File: src/rtl/priority_command_mux_with_timeout_top_macros.svh
// assertion macros shared by the rtl
// each use samples on the rising edge of clk and is off while arst_n is low
`ifndef PRIORITY_COMMAND_MUX_WITH_TIMEOUT_TOP_MACROS_SVH
`define PRIORITY_COMMAND_MUX_WITH_TIMEOUT_TOP_MACROS_SVH

`ifndef ASSERT_OFF
`define PCMT_ASSERT(label, prop) \
	label: assert property (@(posedge clk) disable iff (!arst_n) (prop)) \
		else $error("%m: check failed");
`define PCMT_ASSERT_MSG(label, prop, msg) \
	label: assert property (@(posedge clk) disable iff (!arst_n) (prop)) \
		else $error(msg);
`else
`define PCMT_ASSERT(label, prop)
`define PCMT_ASSERT_MSG(label, prop, msg)
`endif

`endif

File: src/rtl/pcmt_pkg.sv
package pcmt_pkg;

	localparam int unsigned NCH = 2;
	localparam int unsigned NWORD = 6;
	localparam int unsigned WORD_W = 64;
	localparam int unsigned CMD_W = NWORD * WORD_W;
	localparam int unsigned AGE_W = 17;
	localparam int unsigned PRI_W = 8;
	localparam int unsigned TMO_W = 16;
	localparam int unsigned PER_W = 10;
	localparam int unsigned SRC_W = 2;
	localparam int unsigned CFG_IDX_W = 3;
	localparam int unsigned CFG_DATA_W = 16;

	localparam logic [AGE_W-1:0] AGE_MAX = AGE_W'(65536);

	// input word kinds
	localparam logic MODE_ARRIVAL = 1'b0;
	localparam logic MODE_TICK = 1'b1;

	// result sources
	localparam logic [SRC_W-1:0] SRC_CH0 = 2'd0;
	localparam logic [SRC_W-1:0] SRC_CH1 = 2'd1;
	localparam logic [SRC_W-1:0] SRC_STOP = 2'd2;

	typedef enum logic [CFG_IDX_W-1:0] {
		REG_PRIORITY_A = 3'd0,
		REG_PRIORITY_B = 3'd1,
		REG_TIMEOUT_A = 3'd2,
		REG_TIMEOUT_B = 3'd3,
		REG_STOP_IDLE = 3'd4,
		REG_PUBLISH_PERIOD = 3'd5
	} cfg_reg_t;

	localparam logic [PRI_W-1:0] RST_PRIORITY_A = 8'd100;
	localparam logic [PRI_W-1:0] RST_PRIORITY_B = 8'd50;
	localparam logic [TMO_W-1:0] RST_TIMEOUT_A = 16'd200;
	localparam logic [TMO_W-1:0] RST_TIMEOUT_B = 16'd300;
	localparam logic RST_STOP_IDLE = 1'b1;
	localparam logic [PER_W-1:0] RST_PUBLISH_PERIOD = 10'd20;

	typedef logic [CMD_W-1:0] cmd_t;
	typedef logic [AGE_W-1:0] age_t;

	// arbitration outcome for one tick
	typedef struct packed {
		logic emit;
		logic [SRC_W-1:0] source;
	} pick_t;

	// channel settings handed to the arbiter
	typedef struct packed {
		logic [PRI_W-1:0] pri_a;
		logic [PRI_W-1:0] pri_b;
		logic [TMO_W-1:0] tmo_a;
		logic [TMO_W-1:0] tmo_b;
		logic stop_idle;
	} arb_cfg_t;

endpackage

File: src/rtl/priority_command_mux_with_timeout_top.sv
// an input word is registered, then processed; a result word is loaded into the
// output register when a tick word that ends a publish period and has something to send is processed
// throughput: one input word per cycle, set by the single input stage that
// processes a word per cycle while the output register is free or being drained
// reset: arst_n clears control state and loads the register defaults at once
`include "priority_command_mux_with_timeout_top_macros.svh"

module priority_command_mux_with_timeout_top (
	input logic clk,
	input logic arst_n,
	// configuration writes
	input logic cfg_valid,
	output logic cfg_ready,
	input logic [pcmt_pkg::CFG_IDX_W-1:0] cfg_index,
	input logic [pcmt_pkg::CFG_DATA_W-1:0] cfg_data,
	// input words
	input logic s_tvalid,
	output logic s_tready,
	input logic [pcmt_pkg::CMD_W-1:0] s_tdata, // lin_x, lin_y, lin_z, ang_x, ang_y, ang_z
	input logic [1:0] s_tuser, // mode, channel
	// result words
	output logic m_tvalid,
	input logic m_tready,
	output logic [pcmt_pkg::CMD_W-1:0] m_tdata, // out_lin_x .. out_ang_z, lin_x lowest
	output logic [pcmt_pkg::SRC_W-1:0] m_tuser // source
);

	// configuration registers
	logic [pcmt_pkg::PRI_W-1:0] pri_a_q;
	logic [pcmt_pkg::PRI_W-1:0] pri_b_q;
	logic [pcmt_pkg::TMO_W-1:0] tmo_a_q;
	logic [pcmt_pkg::TMO_W-1:0] tmo_b_q;
	logic stop_idle_q;
	logic [pcmt_pkg::PER_W-1:0] period_q;

	// input stage
	logic valid_s1;
	logic mode_s1;
	logic chan_s1;
	pcmt_pkg::cmd_t cmd_s1;

	// channel state; held commands are never read before their channel is received
	pcmt_pkg::cmd_t held_q [pcmt_pkg::NCH];
	logic [pcmt_pkg::NCH-1:0] recv_q;
	pcmt_pkg::age_t age_q [pcmt_pkg::NCH];
	pcmt_pkg::age_t age_nxt [pcmt_pkg::NCH];
	logic [pcmt_pkg::PER_W-1:0] count_q;

	// result register
	logic m_valid_q;
	logic [pcmt_pkg::SRC_W-1:0] src_q;
	pcmt_pkg::cmd_t data_q;

	logic advance;
	logic is_tick;
	logic [pcmt_pkg::PER_W-1:0] period_eff;
	logic [pcmt_pkg::PER_W:0] count_inc;
	logic period_end;
	pcmt_pkg::arb_cfg_t arb_cfg;
	pcmt_pkg::pick_t pick;

	assign cfg_ready = 1'b1;

	always_ff @(posedge clk or negedge arst_n) begin
		if (!arst_n) begin
			pri_a_q <= pcmt_pkg::RST_PRIORITY_A;
			pri_b_q <= pcmt_pkg::RST_PRIORITY_B;
			tmo_a_q <= pcmt_pkg::RST_TIMEOUT_A;
			tmo_b_q <= pcmt_pkg::RST_TIMEOUT_B;
			stop_idle_q <= pcmt_pkg::RST_STOP_IDLE;
			period_q <= pcmt_pkg::RST_PUBLISH_PERIOD;
		end else if (cfg_valid && cfg_ready) begin
			unique case (pcmt_pkg::cfg_reg_t'(cfg_index))
				pcmt_pkg::REG_PRIORITY_A: pri_a_q <= cfg_data[pcmt_pkg::PRI_W-1:0];
				pcmt_pkg::REG_PRIORITY_B: pri_b_q <= cfg_data[pcmt_pkg::PRI_W-1:0];
				pcmt_pkg::REG_TIMEOUT_A: tmo_a_q <= cfg_data[pcmt_pkg::TMO_W-1:0];
				pcmt_pkg::REG_TIMEOUT_B: tmo_b_q <= cfg_data[pcmt_pkg::TMO_W-1:0];
				pcmt_pkg::REG_STOP_IDLE: stop_idle_q <= cfg_data[0];
				pcmt_pkg::REG_PUBLISH_PERIOD: period_q <= cfg_data[pcmt_pkg::PER_W-1:0];
				default: ;  // indexes past the list are dropped
			endcase
		end
	end

	// the input stage moves on whenever the result register is free or draining
	assign advance = valid_s1 && (!m_valid_q || m_tready);
	assign s_tready = !valid_s1 || advance;

	always_ff @(posedge clk or negedge arst_n) begin
		if (!arst_n) begin
			valid_s1 <= 1'b0;
		end else if (s_tready) begin
			valid_s1 <= s_tvalid;
		end
	end

	always_ff @(posedge clk) begin
		if (s_tvalid && s_tready) begin
			mode_s1 <= s_tuser[0];
			chan_s1 <= s_tuser[1];
			cmd_s1 <= s_tdata;
		end
	end

	assign is_tick = (mode_s1 == pcmt_pkg::MODE_TICK);

	// a zero period behaves as one; >= catches a period lowered below the count
	assign period_eff = (period_q == '0) ? pcmt_pkg::PER_W'(1) : period_q;
	assign count_inc = {1'b0, count_q} + (pcmt_pkg::PER_W + 1)'(1);
	assign period_end = (count_inc >= {1'b0, period_eff});

	assign arb_cfg = '{
		pri_a: pri_a_q,
		pri_b: pri_b_q,
		tmo_a: tmo_a_q,
		tmo_b: tmo_b_q,
		stop_idle: stop_idle_q
	};

	pcmt_arb u_arb (
		.cfg(arb_cfg),
		.recv(recv_q),
		.age(age_q),
		.age_nxt(age_nxt),
		.pick(pick)
	);

	// held commands: written on arrival, no reset
	always_ff @(posedge clk) begin
		if (advance && !is_tick) begin
			held_q[chan_s1] <= cmd_s1;
		end
	end

	// received flags, ages and the publish counter
	always_ff @(posedge clk or negedge arst_n) begin
		if (!arst_n) begin
			recv_q <= '0;
			for (int c = 0; c < int'(pcmt_pkg::NCH); c++) begin
				age_q[c] <= '0;
			end
			count_q <= '0;
		end else if (advance) begin
			if (is_tick) begin
				for (int c = 0; c < int'(pcmt_pkg::NCH); c++) begin
					age_q[c] <= age_nxt[c];
				end
				count_q <= period_end ? '0 : count_inc[pcmt_pkg::PER_W-1:0];
			end else begin
				recv_q[chan_s1] <= 1'b1;
				age_q[chan_s1] <= '0;
			end
		end
	end

	// result register: loaded on a tick that ends a period and has something to send
	always_ff @(posedge clk or negedge arst_n) begin
		if (!arst_n) begin
			m_valid_q <= 1'b0;
		end else if (advance && is_tick && period_end && pick.emit) begin
			m_valid_q <= 1'b1;
		end else if (m_tready) begin
			m_valid_q <= 1'b0;
		end
	end

	always_ff @(posedge clk) begin
		if (advance && is_tick && period_end && pick.emit) begin
			src_q <= pick.source;
			data_q <= (pick.source == pcmt_pkg::SRC_STOP) ? '0 : held_q[pick.source[0]];
		end
	end

	assign m_tvalid = m_valid_q;
	assign m_tdata = data_q;
	assign m_tuser = src_q;

	// a new result word only follows a processed tick
	`PCMT_ASSERT_MSG(a_result_after_tick, $rose(m_valid_q) |-> $past(advance && is_tick), "result without tick")
	// stop words carry an all-zero command
	`PCMT_ASSERT(a_stop_zero, (m_valid_q && src_q == pcmt_pkg::SRC_STOP) |-> (data_q == '0))
	// a channel is only selected once it has received a command
	`PCMT_ASSERT(a_sel_received, (m_valid_q && src_q != pcmt_pkg::SRC_STOP) |-> recv_q[src_q[0]])
	// ages saturate
	`PCMT_ASSERT(a_age_sat, (age_q[0] <= pcmt_pkg::AGE_MAX) && (age_q[1] <= pcmt_pkg::AGE_MAX))

endmodule

File: src/rtl/pcmt_arb.sv
// ages each channel a tick; picks top-priority live one, else stop if stop_idle
module pcmt_arb (
	input pcmt_pkg::arb_cfg_t cfg,
	input logic [pcmt_pkg::NCH-1:0] recv,
	input pcmt_pkg::age_t age [pcmt_pkg::NCH],
	output pcmt_pkg::age_t age_nxt [pcmt_pkg::NCH],
	output pcmt_pkg::pick_t pick
);

	logic alive0;
	logic alive1;
	logic take0;

	// saturating increment
	always_comb begin
		for (int c = 0; c < int'(pcmt_pkg::NCH); c++) begin
			age_nxt[c] = (age[c] == pcmt_pkg::AGE_MAX) ? age[c] : age[c] + pcmt_pkg::AGE_W'(1);
		end
	end

	assign alive0 = recv[0] && (age_nxt[0] <= {1'b0, cfg.tmo_a});
	assign alive1 = recv[1] && (age_nxt[1] <= {1'b0, cfg.tmo_b});

	// channel 0 keeps a tie
	assign take0 = alive0 && (!alive1 || (cfg.pri_a >= cfg.pri_b));

	always_comb begin
		priority if (take0) begin
			pick.emit = 1'b1;
			pick.source = pcmt_pkg::SRC_CH0;
		end else if (alive1) begin
			pick.emit = 1'b1;
			pick.source = pcmt_pkg::SRC_CH1;
		end else begin
			pick.emit = cfg.stop_idle;
			pick.source = pcmt_pkg::SRC_STOP;
		end
	end

endmodule
File: config.mk
export PLATFORM = sky130hd
export DESIGN_NAME = priority_command_mux_with_timeout_top
export DESIGN_NICKNAME = d
export VERILOG_FILES = /design/src/rtl/pcmt_pkg.sv /design/src/rtl/priority_command_mux_with_timeout_top.sv /design/src/rtl/pcmt_arb.sv
export VERILOG_INCLUDE_DIRS = /design/src /design/src/rtl
export SDC_FILE = /design/constraint.sdc
export NUM_CORES = 2
export LEC_CHECK = 0
export ABC_AREA = 1
export BUFFER_PORTS_ARGS = -buffer_cell sky130_fd_sc_hd__buf_4
export CAP_MARGIN = 10
export CORE_ASPECT_RATIO = 1.4
export CORE_MARGIN = 1
export CORE_UTILIZATION = 57
export CTS_CLUSTER_SIZE = 28
export DETAILED_ROUTE_END_ITERATION = 10
export PLACE_DENSITY = 0.79
export SLEW_MARGIN = 20
export SYNTH_ARGS = -nofsm -noshare
export SYNTH_HDL_FRONTEND = slang
export SYNTH_HIERARCHICAL = 1
export SYNTH_SLANG_ARGS = --single-unit
File: constraint.sdc
create_clock -name clk -period 32.5 [get_ports clk]
set_input_delay 8.125 -clock clk [delete_from_list [all_inputs] [get_ports clk]]
set_output_delay 8.125 -clock clk [all_outputs]
set_load 0.005 [all_outputs]
[After elaboration in Yosys (flattened, before gate mapping)]
Memory sizes are Yosys's and may differ from the RTL's. A register that Yosys moved wholly into a read port is not among the register bits.
Cells that the tools add are included.
Operators by class
  $add $sub $neg: 3
  $lt $le $gt $ge: 8
  equality and inequality tests: 8
  mux-type cells: 15
  bitwise operators: 5
  reductions and logical operators: 29
Operators by type and width (number)
  $mux 17: 3
  $add 17x1->17 const B: 2
  $and 34x34->34: 1
  $eq 17x17->1 const B: 2
  $le 17x16->1: 2
  $mux 34: 1
  $not 34->34: 1
  $mux 10: 2
  $demux 17 s1: 1
  $reduce_and 2->1: 8
  $add 10x1->11 const B: 1
  $ge 11x10->1: 1
  $logic_and 1x1->1: 11
  $logic_not 10->1: 1
  $ge 8x8->1: 1
  $eq 3x2->1 const B: 2
  $eq 3x3->1 const B: 2
  $mux 3: 2
  $mux 1: 5
  $logic_not 1->1: 4
  $eq 3x1->1 const B: 1
  $logic_not 3->1: 1
  $logic_or 1x1->1: 3
  $eq 2x2->1 const B: 1
  other kinds (9): 9
Word-level totals
  bits in registers: 495
  RAM bits: 768
  input port bits: 410
  output and inout port bits: 389
  memories: 1
Memory list
  held_q: words 2, bits a word 384, rd ports 1, clocked after Yosys merged registers in 1, write ports 1, line priority_command_mux_with_timeout_top.sv:43  | pcmt_pkg::cmd_t held_q [pcmt_pkg::NCH];

[Longest topological paths before layout]
  word-level depth: 10
  depth in mapped cells: 32

[Cells and area by module]
Netlist, hierarchy kept.
Modules (own cells, without submodules)
  priority_command_mux_with_timeout_top: times used 1, cells each 3376, area an instance 56528.0 um2, seq. area each 48941.9 um2
  pcmt_arb: times used 1, cells each 326, area an instance 1961.9 um2, seq. area each 0.0 um2

[Worst setup path before layout]
Ideal clock, no wire load.
  kind: input to register
  from: input port m_tready
  to: register data_q[0], in the netlist m_tdata[0], read port of held_q, enable pin
  arrival time: 16.062 ns
  data required time: 31.765 ns
  slack: 15.702 ns
  stages on the path: 8
  buffers on the path: 0
  cell sequence: inv_2 > nand2_2 > nand2_4 > inv_2 > nand3_1 > inv_1 > nand3_1 > inv_1
On the way
  word-level cells in the longest chain between the ends: 5
RTL lines
  start, declared: line priority_command_mux_with_timeout_top.sv:23  | input logic m_tready,
  $logic_or 1x1->1: line priority_command_mux_with_timeout_top.sv:86  | assign advance = valid_s1 && (!m_valid_q || m_tready);
  $logic_and 1x1->1: line priority_command_mux_with_timeout_top.sv:86
  $logic_and 1x1->1 (3 in a row): line priority_command_mux_with_timeout_top.sv:168  | if (advance && is_tick && period_end && pick.emit) begin
  end, declared: line priority_command_mux_with_timeout_top.sv:52  | pcmt_pkg::cmd_t data_q;
Every way passes these cells.
A chain may end at the register's enable or synchronous reset.

[Worst setup path after layout]
  from: input port m_tready
  to: output port s_tready
On the way
  word-level cells in the longest chain between the ends: 3
RTL lines
  $logic_or 1x1->1: line priority_command_mux_with_timeout_top.sv:86
  $logic_and 1x1->1: line priority_command_mux_with_timeout_top.sv:86
  $logic_or 1x1->1: line priority_command_mux_with_timeout_top.sv:87  | assign s_tready = !valid_s1 || advance;
  end, declared: line priority_command_mux_with_timeout_top.sv:18  | output logic s_tready,
Every way passes these cells.

==> impl_metrics.toml <==
[yosys]
synth_cells = 3702
synth_area_mm2 = 0.05849
synth_fp_nets = 4167
syn_avg_cell_area_um2 = 15.80
ys_types = 48
ys_warn_count = 6
synth_seq_cells = 1647
ys_seq_area_frac = 0.8368

[power]
p_leak_uw = 0.02689
power.density_mw_per_mm2 = 71.04
max-vdd-ir-drop_mv = 0.07917

[floorplanning]
initial_core_util = 0.5771
ios = 799
dieWidth_um = 272.7
fp.dieH_um = 381.0
die_area_mm2 = 0.1039
coreArea_mm2 = 0.1014
rows = 138

[worst_setup_path]
r2r_cells = 29
reg2reg_to = "m_tdata[247]$_SDFFCE_PN0P_"
path_class = "in -> out"
crit_path_start = "m_tready"
critPathLaunchType = "primary input"
r2r-start = "age_q[10]$_DFFE_PN0P_"
worst-endpoint-required_ps = 24370
worstSetupEndpointType = "primary output"
crit_arrival_ps = 8580
cp_max_fo = 3
reg2reg_slack_ps = 24600
critPathCapture = "s_tready"

[timing]
period_minus_slack_ps = 16700
whs_ps = 421.1
relSlewSlack = 0.1720
skew_ps = 42.76
setup_viol = 0
fmax_mhz = 59.87
hold_violations = 0
period_share = 0.5139
rsz0062_at_grt = "false"
worst_pin_slew_ps = 1242
setup-tns-final_ps = 0
drv_slew = 0

[final_layout]
n_fill_cell = 6174
syn2layout_area_growth_pct = 20.32
final_cell_count_no_fill = 5977
nets = 4985
drive_gt1_frac = 0.2350
final_util = 0.6943

[clock_network]
cts_buffer_depth = 3
postCtsHoldBufs = 0
postCtsSetupBuffers = 0
cts_root_buf = "clkbuf_16"
path_clk_slew_ps = 60
numCtsBuffers = 145
cts.sinks = 1647
post_cts_resized = 0
cts_tree = "yes"
worstSkewPairLatency_ps = 790
h-tree-depth = 4

[flow_run]
cap_violations = 0

[global_route]
grt_max_degree = 184
track_usage = 0.2562
grt_pass1_vias = 32920
grt_pass1_wl_mm = 195.5
grt_antenna_before_repair = 32
overflow = 0

[drt]
via_per_inst = 5.491
initialDrtViolationCount = 2999
drc = 0
routed_wl_mm = 133.9
ant_nets = 0
dr_total_vias = 32820
first_pass_iters = 5
detail_route.wl_per_cell_um = 22.41

[placement]
gp_congestion = 0.8206
place_inst = 5703
detailed_place_hpwl_mm = 84.19
port_buffers = 797

[run_status]
status = "complete, no violations"

[min_path]
whs_path_depth = 0
hp-start = "cmd_s1[133]$_DFFE_PP_"
hold_class = "reg -> reg"
## worst max-delay path: stages
cell,delay (ps)
buf_4,110
inv_2,60
nand3_1,120
buf_4,170
## synthesized netlist by cell type, drive strengths merged
master / count / share of area
nand4: 13 / 0.0016
dfstp: 16 / 0.0072
nor4: 8 / 0.0012
o31a: 1 / 0.00015
conb: 1 / 0.000064
ha: 55 / 0.012
a31oi: 1 / 0.00011
xor2: 24 / 0.0036
buf: 107 / 0.0096
nand3: 69 / 0.0062
and3: 1 / 0.00011
dfrtp: 91 / 0.039
nor3: 9 / 0.00086
a32oi: 1 / 0.00015
nand3b: 2 / 0.00026
nor2: 237 / 0.016
nor4b: 1 / 0.00041
a211oi: 1 / 0.00013
o21a: 1 / 0.00013
a31o: 1 / 0.00015
o2111ai: 1 / 0.00015
bufbuf: 1 / 0.00056
o21ai: 98 / 0.0091
xnor2: 8 / 0.0012
inv: 155 / 0.0099
o21bai: 1 / 0.00013
nand2: 807 / 0.052
edfxtp: 1540 / 0.79
or2: 3 / 0.00036
a21oi: 402 / 0.034
clkbuf: 46 / 0.0030
## cell type report
type / instances / area, um^2 / area share
timing repair buffer: 825 / 6243 / 0.08872
clock inverter: 77 / 802.0 / 0.01140
clock buffer: 179 / 3860 / 0.05485
antenna: 18 / 45.04 / 0.0006401
multi-input combinational: 1746 / 8203 / 0.1166
sequential: 1647 / 48940 / 0.6955
tap: 1330 / 1664 / 0.02365
inverter: 155 / 614.3 / 0.008730
## power by group
group          internal, uW  switching, uW  total, uW
sequential             2550           56.7       2600
combinational           229            486        715
clock                   933            749       1680
## cell usage in the layout, fill, tap and decap left out, types with 27 or more instances in the layout
cell,n
clkbuf_16,148
nand2_1,804
a21oi_1,402
dfrtp_1,91
ha_1,55
edfxtp_1,1540
clkinv_1,27
clkbuf_1,27
o21ai_0,77
nand3_1,66
buf_4,821
inv_1,142
nor2_1,231
## cell families after synthesis
family	Yosys count	synth area share
AO/OA/AOI/OAI	508	0.04458
XOR/XNOR	32	0.004792
adder cells (fa/ha/maj)	55	0.01177
buffers and inverters	309	0.02312
flip-flops	1647	0.8368
other	1	0.00006411
AND/OR/NAND/NOR	1150	0.07891
## state kept, by name, indices dropped and copies added (netlist names)
register / count
stop_idle_q: 1
period_q: 10
chan_s1: 1
count_q: 10
recv_q: 2
held_q: 768
m_tuser: 2
m_tvalid: 1
m_tdata: 384
tmo_a_q: 16
pri_b_q: 8
valid_s1: 1
pri_a_q: 8
tmo_b_q: 16
age_q: 34
is_tick: 1
cmd_s1: 384
## per-layer routing
metal | track usage | up-vias | wire length [um]
met5 | 0 | - | 211
met4 | 0.1286 | 30 | 6338
met3 | 0.05723 | 292 | 10370
met2 | 0.4385 | 1407 | 69020
met1 | 0.3040 | 16210 | 47990
li1 | - | 14880 | -
## through the flow
stage,area [um^2],worst slack [ps],power (uW)
2_1_floorplan,58490,15700,3118
3_3_place_gp,65670,15800,3310
3_5_place_dp,65670,15800,3352
4_1_cts,70330,15800,5024
5_1_grt,70370,15760,5185
6_report,70370,15800,4999
## how the worst min path moves through the flow
stage,to
after floorplan,held_q[0][0]$_DFFE_PP_
after global placement,held_q[0][72]$_DFFE_PP_
after detailed placement,held_q[0][369]$_DFFE_PP_
after CTS,held_q[1][133]$_DFFE_PP_
after global routing,held_q[1][133]$_DFFE_PP_
final,held_q[1][133]$_DFFE_PP_
Note: power is estimated with default switching activity, not from simulation.
